--- config.mk ---
export PLATFORM = sky130hd
export DESIGN_NAME = lkv_ram
export DESIGN_NICKNAME = d
export VERILOG_FILES = /design/src/hdl/lkv_ram.sv
export SDC_FILE = /design/constraint.sdc
export NUM_CORES = 2
export LEC_CHECK = 0
export BUFFER_PORTS_ARGS = -buffer_cell sky130_fd_sc_hd__buf_2
export CAP_MARGIN = 30
export CORE_ASPECT_RATIO = 1.4
export CORE_MARGIN = 2
export CORE_UTILIZATION = 45
export DETAILED_ROUTE_END_ITERATION = 16
export SETUP_SLACK_MARGIN = 0.1
export SYNTH_ARGS = -nofsm -noshare
export SYNTH_HDL_FRONTEND = slang
export SYNTH_SLANG_ARGS = --single-unit
--- constraint.sdc ---
create_clock -name clk -period 4.37 [get_ports clk]
set_clock_uncertainty 0.05 [all_clocks]
set_input_delay 0.2185 -clock clk [delete_from_list [all_inputs] [get_ports clk]]
set_output_delay 0.2185 -clock clk [all_outputs]
set_load 0.01 [all_outputs]
--- src/hdl/lkv_ram.sv ---
// Generic simple dual-port RAM, one write and one registered read port.
module lkv_ram #(
  parameter int WIDTH = 32,
  parameter int DEPTH = 128,
  parameter int AW    = $clog2(DEPTH)
) (
  input  logic             clk,
  input  logic             we,
  input  logic [AW-1:0]    waddr,
  input  logic [WIDTH-1:0] wdata,
  input  logic             re,
  input  logic [AW-1:0]    raddr,
  output logic [WIDTH-1:0] rdata
);
  logic [WIDTH-1:0] mem [DEPTH];

  always_ff @(posedge clk) begin
    if (we) begin
      mem[waddr] <= wdata;
    end
    if (re) begin
      rdata <= mem[raddr];
    end
  end
endmodule

==> run metrics <==
CTS Root Cell clkbuf_16; Worst Hold Depth 3; io pins 81; DIE AREA 353,000 um2; Required @ worst endpoint 4900 ps; Hold Buf Count CTS 36; outcome completed; num rows 256; Final Cycle Share 0.672; Worst Setup Start Kind input pin; # DRC 0; ratio of cells with drive above 1 in the final layout 0.359; Die Y 702 um; post-CTS setup buffers 0; HP Start waddr[0]; IO Port Bufs 80; Chip Width 503 um; Post-Synthesis Cells 5,990; # setup viols final 0; peak supply drop 344 uV; Final Hold Fails 0; syn nets 6,039; Placer Congestion 0.812; Area growth syn-to-layout 14.2%; crit path kind input pin to flip-flop; Netlist cell types 16; Resize count post-CTS 0; GR Util All Layers 0.245; Max Slew Vio Count 0; routed vias/inst 6.15; H-Tree Depth 5; CP Max Fanout 16; CTS tree done; Initial Util 0.451; DRT Wirelength 429 mm; Worst setup EP type flip-flop; hpwl dp 246 mm; hold_ws 94.4 ps; TNS Setup 0 ps; first-pass GRT wire length 594 mm; nets 6,560; Vias 71,200; clock sink total 4,128; CP arrival 3470 ps; RSZ-0062 raised after global routing no; largest net degree at the start of global routing 90; cell area after synthesis 157,000 um2; DRT Pass-1 Iters 6; Seq/Total Area, Yosys 0.792; per-cell routed wire length 37.1 um; Max-Cap Viols 0; YS warnings 0; Clk pin slew, worst setup/hold paths 80 ps; DR iter-0 viols 9,281; Worst Max-Slew Pin Slew 1060 ps; Setup crit start we; minimum clock period 2940 ps; maximum root-to-sink buffer count 4; initial antenna violation count 64; P per Cell Area 452 nW/um2; CTS Buf Count 378; number of synthesized register bits 4,128; syn_area_per_cell 26.1 um2; static leakage 54.4 nW; R2R cell count 4; vias in the first global route 72,600; Max Freq 0.341 GHz; Antenna Nets Post-Route 0; relative slew slack 0.293; reg-to-reg critical path startpoint mem[84][24]; Remaining Overflow, GRT 0; total core area 347,000 um2; Clock Latency Late Sink 930 ps; HP Class input pin to flip-flop
## cell usage in the layout, fill, tap and decap left out, types with 3 or more instances in the layout
| cell type | Yosys | routed |
|---|---|---|
| buf_12 | 0 | 78 |
| buf_16 | 0 | 6 |
| buf_2 | 79 | 42 |
| buf_4 | 3 | 290 |
| buf_8 | 0 | 4 |
| bufinv_16 | 0 | 32 |
| clkbuf_1 | 182 | 73 |
| clkbuf_16 | 0 | 383 |
| clkinv_1 | 0 | 91 |
| clkinv_2 | 0 | 64 |
| clkinv_8 | 0 | 6 |
| clkinvlp_4 | 0 | 12 |
| diode_2 | 0 | 128 |
| dlygate4sd3_1 | 0 | 36 |
| edfxtp_1 | 4128 | 4128 |
| inv_6 | 0 | 10 |
| mux2_2 | 32 | 32 |
| mux4_2 | 1344 | 1344 |
| nand2_1 | 14 | 11 |
| nand2_2 | 0 | 3 |
| nand3_1 | 12 | 8 |
| nand3_2 | 0 | 4 |
| nand4_1 | 3 | 3 |
| nor2_1 | 122 | 3 |
| nor2_4 | 0 | 119 |
| nor2b_1 | 7 | 7 |
| nor3_2 | 0 | 9 |
## critical path: stages
cell	delay [ps]
dlygate4sd3_1	680
buf_2	270
nor2b_1	390
nand2_2	640
nor2_4	870
buf_4	360
## Yosys cell counts
cell type | n | share of area
mux2_2 | 32 | 0.0023
nand4_1 | 3 | 0.00012
nor2b_1 | 7 | 0.00028
nand2b_1 | 2 | 0.000080
buf_1 | 50 | 0.0012
nand3_1 | 12 | 0.00038
mux4_2 | 1344 | 0.19
clkbuf_1 | 182 | 0.0044
nor2_1 | 122 | 0.0029
nand2_1 | 14 | 0.00034
or3_1 | 1 | 0.000040
buf_2 | 79 | 0.0025
buf_4 | 3 | 0.00014
buf_6 | 2 | 0.00014
edfxtp_1 | 4128 | 0.79
nor3_1 | 9 | 0.00029
## worst paths after layout
check | to | slack [ps]
hold / removal | mem[19][19] | 90
hold reg to reg | rdata[7] | 1160
setup / recovery | mem[68][29] | 1430
setup reg to reg | rdata[24] | 1490
## layout make-up
type / instances / area [um2]
clock inverters: 220 / 2000
well taps: 4644 / 5810
flip-flops and latches: 4128 / 124000
clock buffers: 456 / 9860
fillers: 26300 / 168000
multi-input cells: 1546 / 32300
repair buffers: 457 / 4550
diodes: 128 / 320
## metal layers
layer,track usage,up-vias,part of all wire
li1,-,27600,-
met1,0.318,39900,0.37
met2,0.420,3192,0.52
met3,0.0348,572,0.072
met4,0.0950,20,0.039
met5,0,-,0.00033
## kinds of logic (layout without fill, tap and decap cells)
group                  Yosys count  after routing  share of synthesized area
buffers and inverters          316           1133                    0.00837
flip-flops                    4128           4128                      0.792
multiplexers                  1376           1376                      0.196
other                            0            128                          0
AND/OR/NAND/NOR                170            170                    0.00445
## state kept, by name (all words and copies together) (netlist names)
| signal | cells |
|---|---|
| mem | 4096 |
| rdata | 32 |
## report_power, final
part           internal, mW  switching (mW)  leakage [nW]
Combinational          1.70            2.73          11.5
Sequential             43.8           0.116          37.1
Clock                  18.0            14.5          5.78
## through the flow
step / instance area [um2] / std cells / setup WS (ps) / util / power [mW]
2_1_floorplan: 157000 / 5990 / 863 / - / 46.8
3_3_place_gp: 166000 / 10700 / 673 / 0.479 / 49.1
3_5_place_dp: 166000 / 10700 / 662 / 0.479 / 49.2
4_1_cts: 178000 / 11400 / 1480 / 0.514 / 81.2
5_1_grt: 179000 / 11600 / 1370 / 0.515 / 82.8
6_report: 179000 / 11600 / 1430 / 0.515 / 80.7
Power figures use the tool's default switching activity.
